<file path="src/rtl/kda_pkg.sv">
// kda_pkg: shared types, register map and limits for the keypad debounce block
// no dependencies
package kda_pkg;

	localparam int MAX_ROWS = 4;
	localparam int MAX_COLUMNS = 4;
	localparam int TIMER_BITS = 16;

	localparam int MATRIX_W = 16;
	localparam int KEY_W = 4;
	localparam int ADDR_W = 5;
	localparam int DATA_W = 32;
	localparam int REG_IDX_W = 3;

	localparam logic [REG_IDX_W-1:0] REG_ROWS = 3'd0;
	localparam logic [REG_IDX_W-1:0] REG_COLUMNS = 3'd1;
	localparam logic [REG_IDX_W-1:0] REG_DEBOUNCE = 3'd2;
	localparam logic [REG_IDX_W-1:0] REG_FIRST_HOLD = 3'd3;
	localparam logic [REG_IDX_W-1:0] REG_NEXT_HOLD = 3'd4;

	typedef struct packed {
		logic [2:0]  rows_in_use;
		logic [2:0]  columns_in_use;
		logic [7:0]  debounce_ticks;
		logic [15:0] first_hold_ticks;
		logic [15:0] next_hold_ticks;
	} cfg_t;

	typedef enum logic [4:0] {
		M_IDLE        = 5'b00001,
		M_DEB_PRESS   = 5'b00010,
		M_DEB_RELEASE = 5'b00100,
		M_FIRST_HOLD  = 5'b01000,
		M_NEXT_HOLD   = 5'b10000
	} mode_t;

	typedef struct packed {
		logic             pressed;
		logic [KEY_W-1:0] key;
	} pick_t;

endpackage

</file>
<file path="src/rtl/kda_cfg.sv">
// kda_cfg: apb register file holding the scan and timing settings
// depends on kda_pkg
module kda_cfg
	import kda_pkg::*;
(
	input  logic              clk,
	input  logic              arst_n,
	input  logic              psel,
	input  logic              penable,
	input  logic              pwrite,
	input  logic [ADDR_W-1:0] paddr,
	input  logic [DATA_W-1:0] pwdata,
	output logic [DATA_W-1:0] prdata,
	output logic              pready,
	output cfg_t              cfg
);

	cfg_t cfg_q;
	logic [REG_IDX_W-1:0] idx;
	logic wr;

	assign idx = paddr[ADDR_W-1:2];
	assign wr = psel & penable & pwrite;
	assign pready = 1'b1;
	assign cfg = cfg_q;

	always_ff @(posedge clk or negedge arst_n) begin
		if (!arst_n) begin
			cfg_q.rows_in_use <= 3'd4;
			cfg_q.columns_in_use <= 3'd4;
			cfg_q.debounce_ticks <= 8'd2;
			cfg_q.first_hold_ticks <= 16'd50;
			cfg_q.next_hold_ticks <= 16'd10;
		end else if (wr) begin
			unique case (idx)
				REG_ROWS:       cfg_q.rows_in_use <= pwdata[2:0];
				REG_COLUMNS:    cfg_q.columns_in_use <= pwdata[2:0];
				REG_DEBOUNCE:   cfg_q.debounce_ticks <= pwdata[7:0];
				REG_FIRST_HOLD: cfg_q.first_hold_ticks <= pwdata[15:0];
				REG_NEXT_HOLD:  cfg_q.next_hold_ticks <= pwdata[15:0];
				default: ;
			endcase
		end
	end

	always_comb begin
		unique case (idx)
			REG_ROWS:       prdata = {29'd0, cfg_q.rows_in_use};
			REG_COLUMNS:    prdata = {29'd0, cfg_q.columns_in_use};
			REG_DEBOUNCE:   prdata = {24'd0, cfg_q.debounce_ticks};
			REG_FIRST_HOLD: prdata = {16'd0, cfg_q.first_hold_ticks};
			REG_NEXT_HOLD:  prdata = {16'd0, cfg_q.next_hold_ticks};
			default:        prdata = '0;
		endcase
	end

endmodule

</file>
<file path="src/rtl/kda_pick.sv">
// kda_pick: priority key pick over the rows and columns in use
// depends on kda_pkg
module kda_pick
	import kda_pkg::*;
(
	input  logic [MATRIX_W-1:0] matrix,
	input  cfg_t                cfg,
	output pick_t               pick
);

	logic [3:0] nr;
	logic [3:0] nc;

	always_comb begin
		nr = (int'(cfg.rows_in_use) > MAX_ROWS) ? 4'(MAX_ROWS) : {1'b0, cfg.rows_in_use};
		nc = (int'(cfg.columns_in_use) > MAX_COLUMNS) ?
			4'(MAX_COLUMNS) : {1'b0, cfg.columns_in_use};
	end

	// lowest row first, then lowest column
	always_comb begin
		pick.pressed = 1'b0;
		pick.key = '0;
		for (int r = 0; r < MAX_ROWS; r++) begin
			for (int c = 0; c < MAX_COLUMNS; c++) begin
				if (r * MAX_COLUMNS + c < MATRIX_W) begin
					if (!pick.pressed && (r < int'(nr)) && (c < int'(nc)) &&
					    matrix[r * MAX_COLUMNS + c]) begin
						pick.pressed = 1'b1;
						pick.key = 4'(4'(r) * nc) + 4'(c);
					end
				end
			end
		end
	end

endmodule

</file>
<file path="src/rtl/kda_fsm.sv">
// kda_fsm: debounce and repeat state machine, tick timer and result register
// depends on kda_pkg
module kda_fsm
	import kda_pkg::*;
#(
	parameter int TIMER_BITS = kda_pkg::TIMER_BITS
) (
	input  logic             clk,
	input  logic             arst_n,
	input  logic             tick,
	input  pick_t            pick,
	input  cfg_t             cfg,
	input  logic             event_ready,
	output logic             event_valid,
	output logic [KEY_W-1:0] key_index,
	output logic             repeat_event
);

	localparam int CMP_W = (TIMER_BITS > 16) ? TIMER_BITS : 16;

	mode_t mode_q, mode_d;
	logic [KEY_W-1:0] last_key_q, last_key_d;
	logic [TIMER_BITS-1:0] elapsed_q, elapsed_d, elapsed_inc;
	logic valid_q;
	logic [KEY_W-1:0] key_q;
	logic rep_q;
	logic emit, emit_rep;
	logic [CMP_W-1:0] el_x, hold_x;

	assign elapsed_inc = (&elapsed_q) ? elapsed_q : elapsed_q + 1'b1;
	assign el_x = CMP_W'(elapsed_inc);
	assign hold_x = (mode_q == M_FIRST_HOLD) ? CMP_W'(cfg.first_hold_ticks) :
		CMP_W'(cfg.next_hold_ticks);

	always_comb begin
		mode_d = mode_q;
		last_key_d = last_key_q;
		elapsed_d = elapsed_inc;
		emit = 1'b0;
		emit_rep = 1'b0;
		unique case (mode_q)
			M_DEB_PRESS: begin
				if (!pick.pressed) begin
					elapsed_d = '0;
					mode_d = M_DEB_RELEASE;
				end else if (pick.key != last_key_q) begin
					last_key_d = pick.key;
					elapsed_d = '0;
				end else if (el_x >= CMP_W'(cfg.debounce_ticks)) begin
					emit = 1'b1;
					elapsed_d = '0;
					mode_d = M_FIRST_HOLD;
				end
			end
			M_DEB_RELEASE: begin
				if (el_x >= CMP_W'(cfg.debounce_ticks)) begin
					if (!pick.pressed) begin
						mode_d = M_IDLE;
					end else begin
						last_key_d = pick.key;
						elapsed_d = '0;
						mode_d = M_DEB_PRESS;
					end
				end
			end
			M_FIRST_HOLD, M_NEXT_HOLD: begin
				if (!pick.pressed) begin
					elapsed_d = '0;
					mode_d = M_DEB_RELEASE;
				end else if (pick.key != last_key_q) begin
					last_key_d = pick.key;
					elapsed_d = '0;
					mode_d = M_DEB_PRESS;
				end else if (el_x >= hold_x) begin
					emit = 1'b1;
					emit_rep = 1'b1;
					elapsed_d = '0;
					mode_d = M_NEXT_HOLD;
				end
			end
			default: begin
				if (pick.pressed) begin
					last_key_d = pick.key;
					elapsed_d = '0;
					mode_d = M_DEB_PRESS;
				end else begin
					mode_d = M_IDLE;
				end
			end
		endcase
	end

	always_ff @(posedge clk or negedge arst_n) begin
		if (!arst_n) begin
			mode_q <= M_IDLE;
			last_key_q <= '0;
			elapsed_q <= '0;
			valid_q <= 1'b0;
		end else begin
			if (tick) begin
				mode_q <= mode_d;
				last_key_q <= last_key_d;
				elapsed_q <= elapsed_d;
				valid_q <= emit;
			end else if (event_ready) begin
				valid_q <= 1'b0;
			end
		end
	end

	always_ff @(posedge clk) begin
		if (tick && emit) begin
			key_q <= pick.key;
			rep_q <= emit_rep;
		end
	end

	assign event_valid = valid_q;
	assign key_index = key_q;
	assign repeat_event = rep_q;

endmodule

</file>
<file path="src/rtl/keypad_debounce_autorepeat.sv">
// keypad_debounce_autorepeat: matrix keypad scanner with debounce and typematic repeat
// flow: an accepted matrix is registered in stage 1; its event is registered when stage 1 ticks
// one tick per cycle unless stalled; the tick and event registers share one stall
// reset: settings return to 4 rows, 4 columns, debounce 2, holds 50 and 10; state idle
// depends on kda_pkg, kda_cfg, kda_pick, kda_fsm
module keypad_debounce_autorepeat
	import kda_pkg::*;
#(
	parameter int TIMER_BITS = kda_pkg::TIMER_BITS
) (
	input  logic                clk,
	input  logic                arst_n,
	input  logic                psel,
	input  logic                penable,
	input  logic                pwrite,
	input  logic [ADDR_W-1:0]   paddr,
	input  logic [DATA_W-1:0]   pwdata,
	output logic [DATA_W-1:0]   prdata,
	output logic                pready,
	input  logic                item_valid,
	output logic                item_ready,
	input  logic [MATRIX_W-1:0] pressed_matrix,
	output logic                event_valid,
	input  logic                event_ready,
	output logic [KEY_W-1:0]    key_index,
	output logic                repeat_event
);

	cfg_t cfg;
	pick_t pick;
	logic valid_s1;
	logic [MATRIX_W-1:0] matrix_s1;
	logic adv;

	assign adv = valid_s1 & (~event_valid | event_ready);
	assign item_ready = ~valid_s1 | adv;

	always_ff @(posedge clk or negedge arst_n) begin
		if (!arst_n) begin
			valid_s1 <= 1'b0;
		end else if (item_ready) begin
			valid_s1 <= item_valid;
		end
	end

	always_ff @(posedge clk) begin
		if (item_valid && item_ready) begin
			matrix_s1 <= pressed_matrix;
		end
	end

	kda_cfg u_cfg (
		.clk     (clk),
		.arst_n  (arst_n),
		.psel    (psel),
		.penable (penable),
		.pwrite  (pwrite),
		.paddr   (paddr),
		.pwdata  (pwdata),
		.prdata  (prdata),
		.pready  (pready),
		.cfg     (cfg)
	);

	kda_pick u_pick (
		.matrix (matrix_s1),
		.cfg    (cfg),
		.pick   (pick)
	);

	kda_fsm #(
		.TIMER_BITS (TIMER_BITS)
	) u_fsm (
		.clk          (clk),
		.arst_n       (arst_n),
		.tick         (adv),
		.pick         (pick),
		.cfg          (cfg),
		.event_ready  (event_ready),
		.event_valid  (event_valid),
		.key_index    (key_index),
		.repeat_event (repeat_event)
	);

endmodule
</file>
<file path="config.mk">
export PLATFORM = sky130hd
export DESIGN_NAME = keypad_debounce_autorepeat
export DESIGN_NICKNAME = d
export VERILOG_FILES = /design/src/rtl/kda_pkg.sv /design/src/rtl/kda_cfg.sv /design/src/rtl/kda_pick.sv /design/src/rtl/kda_fsm.sv /design/src/rtl/keypad_debounce_autorepeat.sv
export SDC_FILE = /design/constraint.sdc
export NUM_CORES = 1
export LEC_CHECK = 0
export BUFFER_PORTS_ARGS = -buffer_cell sky130_fd_sc_hd__buf_2
export CELL_PAD_IN_SITES_DETAIL_PLACEMENT = 1
export CELL_PAD_IN_SITES_GLOBAL_PLACEMENT = 2
export CORE_ASPECT_RATIO = 1.2
export CORE_MARGIN = 8
export CORE_UTILIZATION = 32
export CTS_CLUSTER_SIZE = 20
export DETAILED_ROUTE_END_ITERATION = 12
export GPL_ROUTABILITY_DRIVEN = 0
export GPL_TIMING_DRIVEN = 1
export PLACE_DENSITY = 0.81
export SYNTH_ARGS = -nofsm -noshare
export SYNTH_HDL_FRONTEND = slang
export SYNTH_SLANG_ARGS = --single-unit
</file>
<file path="constraint.sdc">
create_clock -name clk -period 4.6 [get_ports clk]
set_input_delay 0.69 -clock clk [delete_from_list [all_inputs] [get_ports clk]]
set_output_delay 0.69 -clock clk [all_outputs]
set_load 0.03 [all_outputs]
</file>
* Word level (Yosys, flattened, before mapping)
Index checks and enable logic that the tools add are counted.
** Operators by class
- Reductions and logical operators :: 76
- Bitwise operators :: 7
- Mux-type cells :: 53
- Add/sub/neg operators :: 10
- $lt $le $gt $ge :: 12
- Eq/ne operators :: 15
- $mul :: 1
** Operators with widths (count)
- $mux 16 :: 10
- $mux 5 :: 23
- $pmux 16 s5 :: 1
- $logic_and 1x1->1 :: 49
- $pmux 16 s3 :: 1
- $add 4x2->4 const B :: 6
- $add 16x1->16 const B :: 1
- $ge 16x16->1 :: 1
- $ge 16x8->1 :: 1
- $lt 1x4->1 const A :: 4
- $lt 2x4->1 const A :: 4
- $mux 4 :: 4
- $reduce_and 16->1 :: 1
- $logic_not 1->1 :: 15
- $pmux 5 s3 :: 1
- $add 4x1->4 const B :: 3
- $reduce_and 2->1 :: 5
- $mux 1 :: 8
- $pmux 4 s2 :: 1
- $eq 3x2->1 const B :: 2
- $gt 3x3->1 const B :: 2
- $mux 3 :: 2
- $ne 2x1->1 const B :: 3
- $ne 3x3->1 const B :: 2
- 20 further kinds :: 24
** Storage, ports and cells
- Input bits :: 60
- Output and inout port bits :: 40
- Flip-flop bits (word level) :: 94

* Depth between registers and ports, before layout
- Depth in word-level cells :: 86
- Gate-level depth with buffers :: 20

* Hierarchy
From an unflattened synthesis, not the netlist that was laid out.
** Second synthesis, totals
- Cell total of the unflattened synthesis :: 613
- Area total of the unflattened synthesis :: 6471.2 µm²
** By module, submodules not included
- kda_fsm :: cells each 287, seq. area each 802.0 µm², area each 2681.3 µm², times used 1
- kda_cfg :: cells each 162, seq. area each 1161.1 µm², area each 2244.7 µm², times used 1
- kda_pick :: cells each 142, seq. area each 0.0 µm², area each 993.5 µm², times used 1
- keypad_debounce_autorepeat :: cells each 22, seq. area each 505.5 µm², area each 551.8 µm², times used 1

* Worst setup path after synthesis
Ideal clock, no wire load.
- Path kind :: reg2reg
- Start :: reg u_fsm.elapsed_q[0]
- End :: reg u_fsm.elapsed_q[3]
- Arrival time :: 4290 ps
- Path buffers :: 1
- Cell stages (with the launch flop) :: 20
- Data required time :: 4496 ps
- Setup slack :: 206 ps
- Setup time :: 104 ps
- Cells stage by stage :: dfrtp_1 -> ha_1 -> nand2_1 -> nor4_1 -> nor2b_1 -> clkbuf_1 -> nor2_1 -> and3_1 -> xor2_1 -> ha_1 -> and4_1 -> a2111oi_0 -> o31a_1 -> nand4b_1 -> nor3_2 -> nand3_1 -> a21o_1 -> nor4_2 -> nor2_1 -> o311ai_1
** On the way
- Cells in the longest elaborated chain, start to end :: 7
- Elaborated cells between the ends (all ways) :: 14
** RTL lines
- start, declared :: line kda_fsm.sv:23 : logic [TIMER_BITS-1:0] elapsed_q, elapsed_d, elapsed_inc;
- start signal, assigned :: line kda_fsm.sv:103 : elapsed_q <= elapsed_d;
- $add 16x1->16 / $reduce_and 16->1 (equally long branches) :: line kda_fsm.sv:30 : assign elapsed_inc = (&elapsed_q) ? elapsed_q : elapsed_q + 1'b1;
- $mux 16 (*) :: line kda_fsm.sv:30
- $ge 16x16->1 / $ge 16x8->1 (equally long branches) :: line kda_fsm.sv:74, kda_fsm.sv:49, kda_fsm.sv:56
- $mux 16 (on tied branches) :: line kda_fsm.sv:74, kda_fsm.sv:49
- $mux 16 (on tied branches) :: line kda_fsm.sv:70, kda_fsm.sv:46
- $mux 16 (on tied branches) :: line kda_fsm.sv:67, kda_fsm.sv:43
- $pmux 16 s3 (*) :: line kda_fsm.sv:41 : unique case (mode_q)
Mark *: on every way between the ends. The rest lies on a longest branch, timed or not.
A chain may end at the register's enable or synchronous reset.

* Worst setup path after layout
- Start :: reg u_cfg.cfg_q (netlist bit u_cfg.cfg[42])
- End :: reg u_fsm.last_key_q[3]
** On the way
- Cells in the longest elaborated chain, start to end :: 84
- Elaborated cells between the ends (all ways) :: 103
** RTL lines
- start, declared :: line kda_cfg.sv:18 : cfg_t cfg_q;
- $gt 3x3->1 :: line kda_pick.sv:16 : nc = (int'(cfg.columns_in_use) > MAX_COLUMNS) ?
- $mux 3 (*) :: line kda_pick.sv:16
- $lt 1x4->1 :: line kda_pick.sv:27 : if (!pick.pressed && (r < int'(nr)) && (c < int'(nc)) &&
- $logic_and 1x1->1 (2 in a row) :: line kda_pick.sv:27
- $mux 5 :: line kda_pick.sv:27
- $logic_not 1->1 :: line kda_pick.sv:27
- $logic_and 1x1->1 (3 in a row) :: line kda_pick.sv:27
- $mux 5 :: line kda_pick.sv:27
- (+61 left out)
- $logic_and 1x1->1 (3 in a row) :: line kda_pick.sv:27
- $mux 5 :: line kda_pick.sv:27
- $logic_not 1->1 :: line kda_pick.sv:27
- $logic_and 1x1->1 (3 in a row) :: line kda_pick.sv:27
- $mux 5 (*) :: line kda_pick.sv:27
- $ne 4x4->1 (tied with other cells) :: line kda_fsm.sv:46, kda_fsm.sv:70
- $ne 2x1->1 (no line) (tied with other cells)
- $reduce_and 4->1 (no line) / $pmux 4 s2 (equally long branches)
- end signal, assigned :: line kda_fsm.sv:102 : last_key_q <= last_key_d;
- end, declared :: line kda_fsm.sv:22 : logic [KEY_W-1:0] last_key_q, last_key_d;
Mark *: on every way between the ends. The rest lies on a longest branch, timed or not. The select of a mux whose other input is x is not followed.

==> flow_summary.json <==
{
  "rsz0062_at_grt": "no",
  "post-dp-hpwl_mm": 14.74,
  "clock_skew_ns": 0.01183,
  "required_ns": 4.84,
  "grt_usage_pct": 15.85,
  "dp_slack_ns": 0.06503,
  "post_drt_wl_per_cell_um": 18.77,
  "area_growth_pct": 17.37,
  "path_max_fanout": 9,
  "cts_tree": "yes",
  "r2r_end": "u_fsm.last_key_q[3]",
  "clk_path_buf_depth": 2,
  "multi_input_area_um2": 3734,
  "ir_worst_vdd_uv": 263.9,
  "n_fill_cell": 2262,
  "grt_pass1_wl_mm": 31.99,
  "antenna_cells": 0,
  "drcViolationCount": 0,
  "row_count": 56,
  "setup.worst_path.class": "flop to flop",
  "drv_cap": 0,
  "status": "complete, no violations",
  "switching_power_w": 0.001266,
  "nNetsFinal": 844,
  "drt_wl_total_mm": 19.11,
  "cp-endpoint": "u_fsm.last_key_q[3]",
  "clock-sinks": 94,
  "dr.pass1.iters": 4,
  "cellPowerDensity_nw_per_um2": 435.3,
  "synth_warnings": 0,
  "die_w_um": 145.1,
  "seqCellArea_um2": 2469,
  "pwr-share-comb_pct": 40.4,
  "seqPwrFrac_pct": 34.9,
  "post-route-min-period_ns": 4.338,
  "hold_class": "input pin to asynchronous set/reset pin",
  "grt_pass1_vias": 6205,
  "tns_ns": 0,
  "numPortBuffers": 64,
  "setup_ws_ns": 0.2624,
  "setup_violations": 0,
  "vias": 5432,
  "yosysMostFrequentCell": "nand2_1",
  "post_dp_cell_area_um2": 7127,
  "drive_above_1_share_pct": 26.29,
  "clk_pin_slew_ns": 0.06,
  "cp-end-kind": "flop",
  "synth-edff-count": 21,
  "synthTopCellsByArea": "dfrtp_1 (25%), edfxtp_1 (9.9%), mux2_2 (7.4%), ha_1 (6.3%), mux2i_1 (4.4%)",
  "slew_headroom_pct": 36.61,
  "final_cell_area_um2": 7508,
  "viasPerCell": 5.336,
  "synthTopCellsByCount": "nand2_1 (73), dfrtp_1 (64), nor2_1 (52)",
  "synthArstFlopShare_pct": 77.66,
  "synth_seq_area_share_pct": 38.59,
  "maxSlewViolCount": 0,
  "htreeDepth": 3,
  "antenna_found_initial": 0,
  "synth.avg_cell_area_um2": 9.534,
  "grt_max_degree": 46,
  "worst_pin_slew_ns": 0.9473,
  "cts-root-buf": "clkbuf_16",
  "p_leak_nw": 3.428,
  "synth_area_leader_cell": "dfrtp_1",
  "startpoint": "u_cfg.cfg[42]",
  "fp.dieArea_um2": 24790,
  "cts_resized": 0,
  "r2r_start": "u_cfg.cfg[42]",
  "postCtsHoldBufs": 0,
  "critPathArrivalTime_ns": 4.58,
  "post-cts-setup-buffer-count": 0,
  "cts_buffers": 9,
  "start_util_pct": 32.73,
  "overflow": 0,
  "clk_latency_ns": 0.36,
  "finalPower_w": 0.003269,
  "io_pins": 100,
  "die_h_um": 170.9,
  "ys_ff_latch": 94,
  "clockPowerShare_pct": 24.7,
  "p_int_w": 0.002003,
  "cp-start-kind": "flop",
  "clock.fmax_mhz": 230.5,
  "r2r_slack_ns": 0.26,
  "core_um2": 19550,
  "hold_violations": 0,
  "drt_iter0_drc": 223,
  "ys.flop_type": "dfrtp_1",
  "p_sw_share_pct": 38.73,
  "synth_top_area_share_pct": 25.03,
  "yosysUniqueCellTypes": 81,
  "finalCritPeriodShare_pct": 94.30,
  "netlist_area_um2": 6397,
  "synthCells": 671,
  "detail-route-antenna-nets": 0,
  "worstRegToRegCells": 15
}
placed cells by master, fill, tap and decap left out, drive strengths merged, types with 22 or more instances in the layout:
cell type / n
mux2i: 28
buf: 100
nand3: 22
mux2: 46
o21ai: 45
nor2: 52
a21oi: 24
dfrtp: 64
ha: 32
nand2: 73
sequential cells by signal, summed over array words and instances, names as in the netlist:
register and count:
u_cfg.cfg 46, matrix_s1 16, u_fsm.elapsed_q 16, u_fsm.mode_q 5
u_fsm.key_index 4, u_fsm.last_key_q 4, u_fsm.event_valid 1, u_fsm.repeat_event 1
valid_s1 1
worst max-delay path, cell delays in order, from the launching register on:
cell and delay (ns):
dfstp_2 0.62, nand2b_1 0.15, inv_1 0.14, ha_1 0.26
ha_1 0.35, ha_1 0.21, a21oi_1 0.15, xor2_1 0.15
nand3_1 0.09, a311oi_1 0.31, o2bb2a_1 0.27, mux2i_1 0.09
a221o_1 0.43, or3_4 0.44, o21a_4 0.26, mux2_4 0.30
routing by layer:
metal	track usage, %	vias to the layer above	part of all wire [%]
met5	0	-	0
met4	5.530	0	2.0
met3	4.096	25	4.0
met2	29.66	102	54
met1	17.04	2719	40
li1	-	2586	-
cell type report:
cell class / instances / area share (%)
clock buffers: 11 / 3.383
multi-input cells: 528 / 49.73
well taps: 261 / 4.349
repair buffers: 100 / 7.865
clock inverters: 5 / 0.8499
inverters: 19 / 0.9498
flip-flops and latches: 94 / 32.88
kinds of logic after synthesis:
group	share of synthesized area (%)
AO/OA/AOI/OAI	16.12
XOR/XNOR	2.601
adder cells (fa/ha/maj)	6.258
buffers and inverters	5.183
flip-flops	38.59
multiplexers	12.71
other	0.1174
AND/OR/NAND/NOR	18.42
per-stage QoR:
step,hold slack (ns),std cells,utilization [%]
finish,0.3625,1018,38.41
CTS,0.3716,1018,38.08
global route,0.3884,1018,38.41
global placement,0.4941,1002,36.46
detailed placement,0.5004,1002,36.46
floorplan,0.3944,686,-
power by group through the flow:
stage	Sequential [W]	Combinational, W	Clock, W
6_report	0.00114	0.00132	0.000808
5_1_grt	0.00116	0.00146	0.000861
4_1_cts	0.00114	0.00129	0.000831
3_5_place_dp	0.00115	0.00128	0
3_3_place_gp	0.00114	0.00125	0
2_1_floorplan	0.00111	0.000944	0
worst min path at each step:
stage | startpoint | end | slack (ns) | depth (start not counted)
2_1_floorplan | arst_n | u_cfg.cfg[0] | 0.39 | 0
3_3_place_gp | u_fsm.mode_q[0] | u_fsm.mode_q[0] | 0.49 | 2
3_5_place_dp | u_fsm.mode_q[0] | u_fsm.mode_q[0] | 0.50 | 2
4_1_cts | arst_n | u_cfg.cfg[35] | 0.37 | 1
5_1_grt | arst_n | u_cfg.cfg[14] | 0.39 | 1
6_report | arst_n | u_cfg.cfg[25] | 0.36 | 1
Power figures use the tool's default switching activity.
